[src/hw/rtl/ofpq_pkg.sv]
// Shared types and constants for the oldest-first process queue.
// No dependencies; imported by ofpq_store, ofpq_best and oldest_first_process_queue.
package ofpq_pkg;

	localparam int ID_W    = 32;
	localparam int STAMP_W = 16;
	localparam int ENTRY_W = ID_W + STAMP_W;

	localparam logic [STAMP_W-1:0] STAMP_RESET = 16'd100;

	// command codes (s_tuser)
	localparam logic [1:0] CMD_INSERT = 2'd0;
	localparam logic [1:0] CMD_REMOVE = 2'd1;
	localparam logic [1:0] CMD_LIST   = 2'd2;

	// status codes (m_tuser)
	localparam logic [2:0] ST_INSERTED   = 3'd0;
	localparam logic [2:0] ST_FULL       = 3'd1;
	localparam logic [2:0] ST_REMOVED    = 3'd2;
	localparam logic [2:0] ST_EMPTY      = 3'd3;
	localparam logic [2:0] ST_LISTED     = 3'd4;
	localparam logic [2:0] ST_LIST_EMPTY = 3'd5;

	typedef enum logic [2:0] {
		S_IDLE,
		S_EXEC,
		S_SCAN,
		S_SHIFT,
		S_REPLY,
		S_LIST
	} state_t;

	// control from the sequencer to the compare unit
	typedef struct packed {
		logic valid;   // a stored entry is on the read port
		logic first;   // it is entry 0: load unconditionally
	} best_ctl_t;

endpackage

[src/hw/rtl/oldest_first_process_queue.sv]
// Oldest-first process queue, top level: sequencer, counters and output register.
// Depends on ofpq_pkg, ofpq_store and ofpq_best.
//
//  - s_* channel takes one command per transaction: s_tuser = command,
//    s_tdata = proc_id (used by insert only).
//  - m_* channel returns results: m_tuser = status, m_tdata = {out_stamp, out_id},
//    m_tlast marks the final result of a command.
//  - cfg_* writes stamp_start and reloads the stamp down-counter at once; always ready.
//    Write it only while no command is in flight.
//  - One command at a time; s_tready is high only when the sequencer is idle.
//    Work per command, with N entries stored:
//      insert / full / empty cases : answered from the exec state
//      remove                      : scan all N entries through the shared
//                                    comparator, then shift the tail down one place
//      list                        : one entry per cycle while m_tready holds
//  - Results sit in an output register; a new command may be accepted while the
//    last result waits, and the sequencer stalls only when it must emit again.
//  - m_tready low stalls the sequencer in place; nothing is dropped.
//  - Reset (arst_n low) empties the queue and sets the stamp counter to 100.
//    Stored entries are not cleared; only positions below the count are read.
module oldest_first_process_queue
	import ofpq_pkg::*;
#(
	parameter int QUEUE_DEPTH = 8
) (
	input  logic               clk,
	input  logic               arst_n,
	// command channel
	input  logic               s_tvalid,
	output logic               s_tready,
	input  logic [31:0]        s_tdata,   // [31:0] proc_id
	input  logic [1:0]         s_tuser,   // [1:0] command
	// result channel
	output logic               m_tvalid,
	input  logic               m_tready,
	output logic [47:0]        m_tdata,   // [31:0] out_id, [47:32] out_stamp
	output logic [2:0]         m_tuser,   // [2:0] status
	output logic               m_tlast,
	// configuration: stamp_start
	input  logic               cfg_valid,
	output logic               cfg_ready,
	input  logic [15:0]        cfg_data
);

	localparam int AW = $clog2(QUEUE_DEPTH);
	localparam int CW = $clog2(QUEUE_DEPTH + 1);

	state_t state_q, state_d;

	logic [1:0]         cmd_q;
	logic [ID_W-1:0]    id_q;
	logic [CW-1:0]      cnt_q;
	logic [CW-1:0]      ptr_q;
	logic [AW-1:0]      ridx_q;
	logic               rv_q;
	logic [STAMP_W-1:0] next_stamp_q;

	logic               out_valid_q;
	logic [2:0]         out_status_q;
	logic [ID_W-1:0]    out_id_q;
	logic [STAMP_W-1:0] out_stamp_q;
	logic               out_last_q;

	// memory and comparator hookup
	logic               we, re;
	logic [AW-1:0]      waddr;
	logic [ENTRY_W-1:0] wdata, rdata;
	logic [AW-1:0]      best_idx;
	logic [ENTRY_W-1:0] best_entry;
	best_ctl_t          best_ctl;

	// sequencer controls
	logic               accept, out_free, cnt_empty, cnt_full, ptr_live;
	logic               out_load, cnt_inc, cnt_dec, stamp_dec, ptr_load, rv_clr;
	logic               list_last;
	logic [2:0]         out_status_d;
	logic [ID_W-1:0]    out_id_d;
	logic [STAMP_W-1:0] out_stamp_d;
	logic               out_last_d;

	assign accept    = s_tvalid && s_tready;
	assign out_free  = !out_valid_q || m_tready;
	assign cnt_empty = (cnt_q == '0);
	assign cnt_full  = (cnt_q == CW'(QUEUE_DEPTH));
	assign ptr_live  = (ptr_q < cnt_q);
	assign list_last = ((CW'(ridx_q) + CW'(1)) == cnt_q);

	ofpq_store #(
		.DEPTH (QUEUE_DEPTH),
		.AW    (AW)
	) u_store (
		.clk   (clk),
		.we    (we),
		.waddr (waddr),
		.wdata (wdata),
		.re    (re),
		.raddr (ptr_q[AW-1:0]),
		.rdata (rdata)
	);

	ofpq_best #(
		.AW (AW)
	) u_best (
		.clk        (clk),
		.ctl        (best_ctl),
		.idx        (ridx_q),
		.entry      (rdata),
		.best_idx   (best_idx),
		.best_entry (best_entry)
	);

	// next state
	always_comb begin
		state_d = state_q;
		case (state_q)
			S_IDLE: begin
				if (accept) state_d = S_EXEC;
			end
			S_EXEC: begin
				case (cmd_q)
					CMD_INSERT: begin
						if (out_free) state_d = S_IDLE;
					end
					CMD_REMOVE: begin
						if (!cnt_empty) state_d = S_SCAN;
						else if (out_free) state_d = S_IDLE;
					end
					CMD_LIST: begin
						if (!cnt_empty) state_d = S_LIST;
						else if (out_free) state_d = S_IDLE;
					end
					default: state_d = S_IDLE;
				endcase
			end
			S_SCAN: begin
				if (!ptr_live && !rv_q) state_d = S_SHIFT;
			end
			S_SHIFT: begin
				if (!ptr_live && !rv_q) state_d = S_REPLY;
			end
			S_REPLY: begin
				if (out_free) state_d = S_IDLE;
			end
			S_LIST: begin
				if (rv_q && out_free && list_last) state_d = S_IDLE;
			end
			default: state_d = S_IDLE;
		endcase
	end

	// sequencer outputs
	always_comb begin
		s_tready     = (state_q == S_IDLE);
		we           = 1'b0;
		waddr        = cnt_q[AW-1:0];
		wdata        = {next_stamp_q, id_q};
		re           = 1'b0;
		best_ctl     = '0;
		out_load     = 1'b0;
		out_status_d = ST_INSERTED;
		out_id_d     = '0;
		out_stamp_d  = '0;
		out_last_d   = 1'b1;
		cnt_inc      = 1'b0;
		cnt_dec      = 1'b0;
		stamp_dec    = 1'b0;
		ptr_load     = 1'b0;
		rv_clr       = 1'b0;
		case (state_q)
			S_IDLE: begin
			end
			S_EXEC: begin
				case (cmd_q)
					CMD_INSERT: begin
						if (out_free) begin
							out_load = 1'b1;
							if (cnt_full) begin
								out_status_d = ST_FULL;
							end else begin
								we           = 1'b1;
								cnt_inc      = 1'b1;
								stamp_dec    = (next_stamp_q != '0);
								out_status_d = ST_INSERTED;
								out_id_d     = id_q;
								out_stamp_d  = next_stamp_q;
							end
						end
					end
					CMD_REMOVE: begin
						if (cnt_empty && out_free) begin
							out_load     = 1'b1;
							out_status_d = ST_EMPTY;
						end
					end
					CMD_LIST: begin
						if (cnt_empty && out_free) begin
							out_load     = 1'b1;
							out_status_d = ST_LIST_EMPTY;
						end
					end
					default: begin
					end
				endcase
			end
			S_SCAN: begin
				re             = ptr_live;
				rv_clr         = 1'b1;
				best_ctl.valid = rv_q;
				best_ctl.first = (ridx_q == '0);
				ptr_load       = !ptr_live && !rv_q;
			end
			S_SHIFT: begin
				// entry read last cycle moves down one place
				re     = ptr_live;
				rv_clr = 1'b1;
				we     = rv_q;
				waddr  = ridx_q - AW'(1);
				wdata  = rdata;
				cnt_dec = !ptr_live && !rv_q;
			end
			S_REPLY: begin
				if (out_free) begin
					out_load     = 1'b1;
					out_status_d = ST_REMOVED;
					out_id_d     = best_entry[ID_W-1:0];
					out_stamp_d  = best_entry[ENTRY_W-1:ID_W];
				end
			end
			S_LIST: begin
				re = ptr_live && (!rv_q || out_free);
				if (rv_q && out_free) begin
					out_load     = 1'b1;
					rv_clr       = 1'b1;
					out_status_d = ST_LISTED;
					out_id_d     = rdata[ID_W-1:0];
					out_stamp_d  = rdata[ENTRY_W-1:ID_W];
					out_last_d   = list_last;
				end
			end
			default: begin
			end
		endcase
	end

	// control registers
	always_ff @(posedge clk or negedge arst_n) begin
		if (!arst_n) begin
			state_q      <= S_IDLE;
			cnt_q        <= '0;
			ptr_q        <= '0;
			rv_q         <= 1'b0;
			next_stamp_q <= STAMP_RESET;
			out_valid_q  <= 1'b0;
		end else begin
			state_q <= state_d;
			if (cnt_inc) cnt_q <= cnt_q + CW'(1);
			else if (cnt_dec) cnt_q <= cnt_q - CW'(1);
			if (accept) ptr_q <= '0;
			else if (ptr_load) ptr_q <= CW'(best_idx) + CW'(1);
			else if (re) ptr_q <= ptr_q + CW'(1);
			if (accept) rv_q <= 1'b0;
			else if (re) rv_q <= 1'b1;
			else if (rv_clr) rv_q <= 1'b0;
			if (cfg_valid) next_stamp_q <= cfg_data;
			else if (stamp_dec) next_stamp_q <= next_stamp_q - STAMP_W'(1);
			if (out_load) out_valid_q <= 1'b1;
			else if (m_tready) out_valid_q <= 1'b0;
		end
	end

	// payload registers
	always_ff @(posedge clk) begin
		if (accept) begin
			cmd_q <= s_tuser;
			id_q  <= s_tdata;
		end
		if (re) ridx_q <= ptr_q[AW-1:0];
		if (out_load) begin
			out_status_q <= out_status_d;
			out_id_q     <= out_id_d;
			out_stamp_q  <= out_stamp_d;
			out_last_q   <= out_last_d;
		end
	end

	assign cfg_ready = 1'b1;
	assign m_tvalid  = out_valid_q;
	assign m_tdata   = {out_stamp_q, out_id_q};
	assign m_tuser   = out_status_q;
	assign m_tlast   = out_last_q;

endmodule

[src/hw/rtl/ofpq_store.sv]
// Entry storage: one write port, one read port with registered read data.
// Depends on ofpq_pkg for the entry width.
module ofpq_store
	import ofpq_pkg::*;
#(
	parameter int DEPTH = 8,
	parameter int AW    = 3
) (
	input  logic               clk,
	input  logic               we,
	input  logic [AW-1:0]      waddr,
	input  logic [ENTRY_W-1:0] wdata,
	input  logic               re,
	input  logic [AW-1:0]      raddr,
	output logic [ENTRY_W-1:0] rdata
);

	logic [ENTRY_W-1:0] mem_q [DEPTH];
	logic [ENTRY_W-1:0] rdata_q;

	always_ff @(posedge clk) begin
		if (we) begin
			mem_q[waddr] <= wdata;
		end
	end

	always_ff @(posedge clk) begin
		if (re) begin
			rdata_q <= mem_q[raddr];
		end
	end

	assign rdata = rdata_q;

endmodule

[src/hw/rtl/ofpq_best.sv]
// Shared stamp comparator: keeps the running best (largest stamp, lowest index).
// Depends on ofpq_pkg for widths and the control struct.
module ofpq_best
	import ofpq_pkg::*;
#(
	parameter int AW = 3
) (
	input  logic               clk,
	input  best_ctl_t          ctl,
	input  logic [AW-1:0]      idx,
	input  logic [ENTRY_W-1:0] entry,
	output logic [AW-1:0]      best_idx,
	output logic [ENTRY_W-1:0] best_entry
);

	logic [AW-1:0]      best_idx_q;
	logic [ENTRY_W-1:0] best_entry_q;
	logic               take;

	// strict greater-than keeps the lowest position on a tie
	assign take = ctl.valid &&
		(ctl.first || (entry[ENTRY_W-1:ID_W] > best_entry_q[ENTRY_W-1:ID_W]));

	always_ff @(posedge clk) begin
		if (take) begin
			best_idx_q   <= idx;
			best_entry_q <= entry;
		end
	end

	assign best_idx   = best_idx_q;
	assign best_entry = best_entry_q;

endmodule
[config.mk]
export PLATFORM = sky130hd
export DESIGN_NAME = oldest_first_process_queue
export DESIGN_NICKNAME = d
export VERILOG_FILES = /design/src/hw/rtl/ofpq_pkg.sv /design/src/hw/rtl/oldest_first_process_queue.sv /design/src/hw/rtl/ofpq_store.sv /design/src/hw/rtl/ofpq_best.sv
export SDC_FILE = /design/constraint.sdc
export NUM_CORES = 1
export LEC_CHECK = 0
export BUFFER_PORTS_ARGS = -buffer_cell sky130_fd_sc_hd__buf_2
export CORE_UTILIZATION = 55
export CTS_CLUSTER_SIZE = 8
export DETAILED_ROUTE_END_ITERATION = 8
export PLACE_DENSITY = 0.71
export SKIP_CTS_REPAIR_TIMING = 1
export SYNTH_ARGS = -nofsm -noshare
export SYNTH_HDL_FRONTEND = slang
export SYNTH_HIERARCHICAL = 1
export SYNTH_SLANG_ARGS = --single-unit
[constraint.sdc]
create_clock -name clk -period 8 [get_ports clk]
set_input_delay 0.4 -clock clk [delete_from_list [all_inputs] [get_ports clk]]
set_output_delay 0.4 -clock clk [all_outputs]
set_load 0.05 [all_outputs]
# Yosys cells after proc, flatten, opt, wreduce, memory -nomap -nowiden

Memory sizes are Yosys's and may differ from the RTL's. A register that Yosys moved wholly into a read port is not among the register bits.
Cells that the tools add are included.

Memory bits (writable): 384
Register bits after elaboration: 169
Memories: 1
Bits of input ports: 55

Equal/unequal tests: 13
Reductions and logical operators: 27
$add $sub $neg: 7
Muxes and demuxes: 64
Order comparisons: 2

Memories:

| name          | depth | width | rd ports | clocked after Yosys merged registers in | write ports | RTL line         | source |
|---|---|---|---|---|---|---|---|
| u_store.mem_q | 8     | 48    | 1        | 1                                       | 1           | ofpq_store.sv:18 | `logic [ENTRY_W-1:0] mem_q [DEPTH];` |

Operators by type and width:

| kind                    | count |
|---|---|
| $mux W32                | 5 |
| $mux W16                | 7 |
| $pmux W32 S3            | 1 |
| $mux W48                | 1 |
| $pmux W16 S3            | 1 |
| $mux W3                 | 10 |
| $pmux W3 S3             | 3 |
| $mux W1                 | 22 |
| $mux W4                 | 5 |
| $pmux W3 S6             | 1 |
| $gt A16 B16 Y1          | 1 |
| $reduce_bool A16 Y1     | 1 |
| $sub A16 B1 Y16 const B | 1 |
| $add A3 B1 Y4 const B   | 2 |
| $add A4 B1 Y4 const B   | 2 |
| $pmux W1 S2             | 4 |
| $logic_and A1 B1 Y1     | 7 |
| $eq A3 B2 Y1 const B    | 2 |
| $eq A3 B3 Y1 const B    | 2 |
| $logic_not A3 Y1        | 2 |
| $mux W2                 | 3 |
| $ne A2 B2 Y1 const B    | 3 |
| $reduce_bool A2 Y1      | 3 |
| $reduce_bool A3 Y1      | 2 |
| 17 further kinds        | 22 |

# Depth between registers and ports, before layout

Word-level depth: 8
Depth in mapped cells: 11
Gate-level depth less buffers: 10

# Cells and area by module

The synthesis kept the hierarchy.

Modules (own cells, without submodules):

| module                     | area each (um^2) | cells each | sequential area each (um^2) | times used |
|---|---|---|---|---|
| ofpq_store                 | 16100.4          | 616        | 12972.4                     | 1 |
| oldest_first_process_queue | 6251.0           | 526        | 3402.0                      | 1 |
| ofpq_best                  | 1938.1           | 108        | 1531.5                      | 1 |

# Worst setup path before layout

OpenSTA, ideal clock, no wires.

Path type: register to register
Start: register state_q[2]
End: memory u_store/mem_q[4][0] (netlist bit), enable pin
Clock period less this slack: 5.493 ns
Stages on the path, launching flop included: 10
Setup time: 0.513 ns
Path slack: 2.507 ns
Arrival time: 4.980 ns
Required time: 7.487 ns
Cell sequence: dfrtp_1 clkbuf_1 nor2b_1 nand2_1 clkbuf_1 buf_1 nor2_1 a21oi_1 nand2_1 nor3_1

Elaborated cells on any way between the ends: 6
Classes of those cells: eq/ne: 2; mux: 4

RTL lines:

| element                | RTL line                          | source |
|---|---|---|
| start, declared        | oldest_first_process_queue.sv:48  | `state_t state_q, state_d;` |
| start signal, assigned | oldest_first_process_queue.sv:255 | `state_q <= state_d;` |
| $eq A3 B2 Y1           | oldest_first_process_queue.sv:169 | `case (state_q)` |
| $mux W3                | oldest_first_process_queue.sv:169 |  |
| via waddr[2]           | oldest_first_process_queue.sv:66  | `logic [AW-1:0] waddr;` |
| end, declared          | ofpq_store.sv:18                  |  |

The timed path passes the listed nets, and every way through them passes these cells.

# Final worst setup path

Start: register ptr_q[1]
End: register ptr_q[0]

Longest elaborated chain between the ends: 6
Elaborated cells on any way between the ends: 9
Classes of those cells: order compare: 1; mux: 4; reduce/logical: 4

Ends and longest elaborated chain:

| element                | RTL line                          | source |
|---|---|---|
| start, declared        | oldest_first_process_queue.sv:53  | `logic [CW-1:0] ptr_q;` |
| start signal, assigned | oldest_first_process_queue.sv:259 | `else if (ptr_load) ptr_q <= CW'(best_idx) + CW'(1);` |
| start signal, assigned | oldest_first_process_queue.sv:260 | `else if (re) ptr_q <= ptr_q + CW'(1);` |
| $lt A4 B4 Y1 (*)       | oldest_first_process_queue.sv:85  | `assign ptr_live = (ptr_q < cnt_q);` |
| $logic_not A1 Y1       | oldest_first_process_queue.sv:210 | `ptr_load = !ptr_live && !rv_q;` |
| $logic_and A1 B1 Y1    | oldest_first_process_queue.sv:210 |  |
| $mux W1                | oldest_first_process_queue.sv:169 |  |
| $mux W4                | oldest_first_process_queue.sv:259 |  |
| $mux W4                | oldest_first_process_queue.sv:258 | `if (accept) ptr_q <= '0;` |

Mark *: on every way between the ends. The rest lies on a longest branch, timed or not.
A chain may end at the register's enable or synchronous reset.

==> impl_results.md <==
* Mapped Cells at about 1300
* IO Pins at 110
* DRT Wirelength at 50.3 mm
* Fin util at roughly two thirds
* Antenna-violating nets left at 0
* Hold Crit Class: in -> reg
* Top-count cell post-synth: edfxtp_1
* IO buf count at ~110
* Fin area at approximately 28000 µm²
* DR vias at 12500
* Worst Setup Start Kind: flop
* Post-synth EDFFs at 572
* Status: complete, no violations
* Period utilization at between 40% and 50%
* Post-layout net count at between 1500 and 2000
* Placed cells at 1902
* Syn_nets at between 1000 and 1500
* Placer Congestion at 0.795
* Top_reg_cell synth: edfxtp_1
* Final cell count without fillers at 2051
* Via/cell ratio at around 6
* Die area at 45000 µm²
* TritonCTS Buffers at 85
* Leak at between 9 and 10 nW
* Residual DRC at 0
* Worst Skew at roughly 30 ps
* Yosys warning total at 6
* Fin crit period at 3880 ps
* Filler cells at a little under 3000
* PD cells at about 240 nW/µm²
* Clock transition at the registers of the reported paths at 50 ps
* Synthesized flop and latch total at approximately 600
* Worst Path Arrival at around 4400 ps
* Final Hold Viols at 0
* Yosys cell types at 59
* FP Rows at 76
* Initial core utilization at 56.0%
* Largest area contributor in the netlist: edfxtp_1
* CP Max Fanout at between 40 and 50
* CTS tree: built
* Cell Area, Synth at approximately 24000 µm²
* Area Growth Syn to Fin at 15.9%
* Share of cells above drive strength 1 at about 30%
* Clock latency on the worst-skew pair at 600 ps
* Core Area at 43400 µm²
* Total grt overflow at 0
* Synth area leaders: edfxtp_1 (71%), mux4_2 (8.6%), mux2_2 (3.0%)
* Top cells by count, synth: edfxtp_1 (572), mux4_2 (93), inv_1 (82)
* Pwr Total at a little under 7 mW
* Avg WL per Cell at approximately 25 µm
* Max Clk Rate at between 200 and 300 MHz
* H-tree depth at 3
* Pre-Repair DR Iteration Count at 8
* Slew Viols, Final at 0
* Initial drt markers at approximately 1600
* Asr flop ratio synth at just under 5%
* First-pass GRT wire length at approximately 76 mm
* Setup TNS at 0 ps
* GRT Util Overall at a little under a quarter
* Horiz. Die Dim at ~210 µm
* Sequential-to-total area share from yosys stat at 73.7%
* Worst slew margin at between 20 and 30%
* Crit end category: flop
* Maximum root-to-sink buffer count at 3
* Clk root buf: clkbuf_16
* Critical path class: reg -> reg
* Top cell type's share of synthesized area at a little over two thirds
* Sink Count at around 600
* Worst endpoint required time at approximately 8500 ps
* Tightest Pin Transition at 1070 ps
* Vias in the first global route at roughly 13000
* Synthesized area per cell at ~19 µm²
* RSZ-0062 raised after global routing: no
* Initial antenna violation count at 0
* Final Setup Violations at 0
* # diodes at 0
* Placement-stage cell area at 25500 µm²
* Maximum vdd drop at roughly 0.17 mV
* Max-cap violations at 0
* Largest net degree at the start of global routing at 65
* Detailed Place HPWL at 27.6 mm
* Die height at 212 µm
-- state kept, by name (all words and copies together), names as in the netlist, 2 cells and up --
register,cells
m_tuser,3
ptr_q,4
ridx_q,3
id_q,32
cnt_q,4
next_stamp_q,16
cmd_q,2
state_q,3
out_stamp_q,16
u_best/best_entry,48
u_store/mem_q,384
u_best/best_idx,3
u_store/rdata,48
out_id_q,32
-- layout make-up --
cell class,instances,area [µm²],area share [%]
Clock buffer,108,2230,7.94
Clock inverter,6,90.1,0.320
Inverter,82,308,1.09
Multi-Input combinational cell,506,5830,20.7
Sequential cell,601,17900,63.6
Tap cell,585,732,2.60
Timing Repair Buffer,163,1040,3.70
-- cell families after synthesis --
logic type      share of synthesized area (%)
buf+inv                                  2.70
fa+ha+maj                                1.68
mux                                      14.5
xor+xnor                                0.685
compound gates                           3.86
other cells                            0.0154
simple gates                             2.81
flops                                    73.7
-- placed cells by master, fill, tap and decap left out, types with 12 or more instances in the layout --
master,n
o21ai_0,22
mux4_2,93
edfxtp_1,572
nand4_1,12
clkbuf_1,22
dlygate4sd3_1,35
nand2_1,30
nor2_1,27
mux2_2,64
buf_2,108
a21oi_1,14
mux2_4,41
buf_4,20
dfrtp_1,23
clkbuf_16,86
inv_1,81
ha_1,31
a222oi_1,49
-- worst max-delay path, stage by stage, from the launching register on --
cell       delay [ps]
dfrtp_2           830
ha_1              370
a2111oi_1         730
o22a_2            660
buf_4             640
mux2_2            400
mux2i_1           130
-- path summary, 6_finish.rpt --
check                                        endpoint  depth (start not counted)         startpoint  slack, ps
worst max-delay path                         ptr_q[0]                          6           ptr_q[1]       4120
max in group asynchronous                    ptr_q[2]                          2             arst_n       7020
worst min-delay path                  next_stamp_q[7]                          3        cfg_data[7]         20
min in group asynchronous                    m_tvalid                          2             arst_n        410
worst min register to register  u_best/best_entry[22]                          0  u_store/rdata[22]        470
worst max register to register               ptr_q[0]                          6           ptr_q[1]       4120
-- per-stage QoR --
| step | worst slack (ps) | hold slack (ps) |
|---|---|---|
| 6_report | 4120 | 16.9 |
| 5_1_grt | 3870 | 11.7 |
| 4_1_cts | 4050 | -131 |
| 3_5_place_dp | 4100 | 460 |
| 3_3_place_gp | 4180 | 455 |
| 2_1_floorplan | 2510 | 104 |
-- per-layer routing --
| layer | vias to the layer above | GRT usage (%) | wire length, µm |
|---|---|---|---|
| li1 | 5433 | - | - |
| met1 | 6494 | 33.3 | 21600 |
| met2 | 532 | 35.4 | 24200 |
| met3 | 63 | 4.56 | 3760 |
| met4 | 0 | 6.97 | 759 |
| met5 | - | 0 | 0 |
-- power by group --
part           total [mW]  internal, mW  switching, mW
sequential           3.48          3.46         0.0217
clock                3.18          1.96           1.22
combinational       0.193        0.0582          0.134
(Power assumes the default switching activity.)
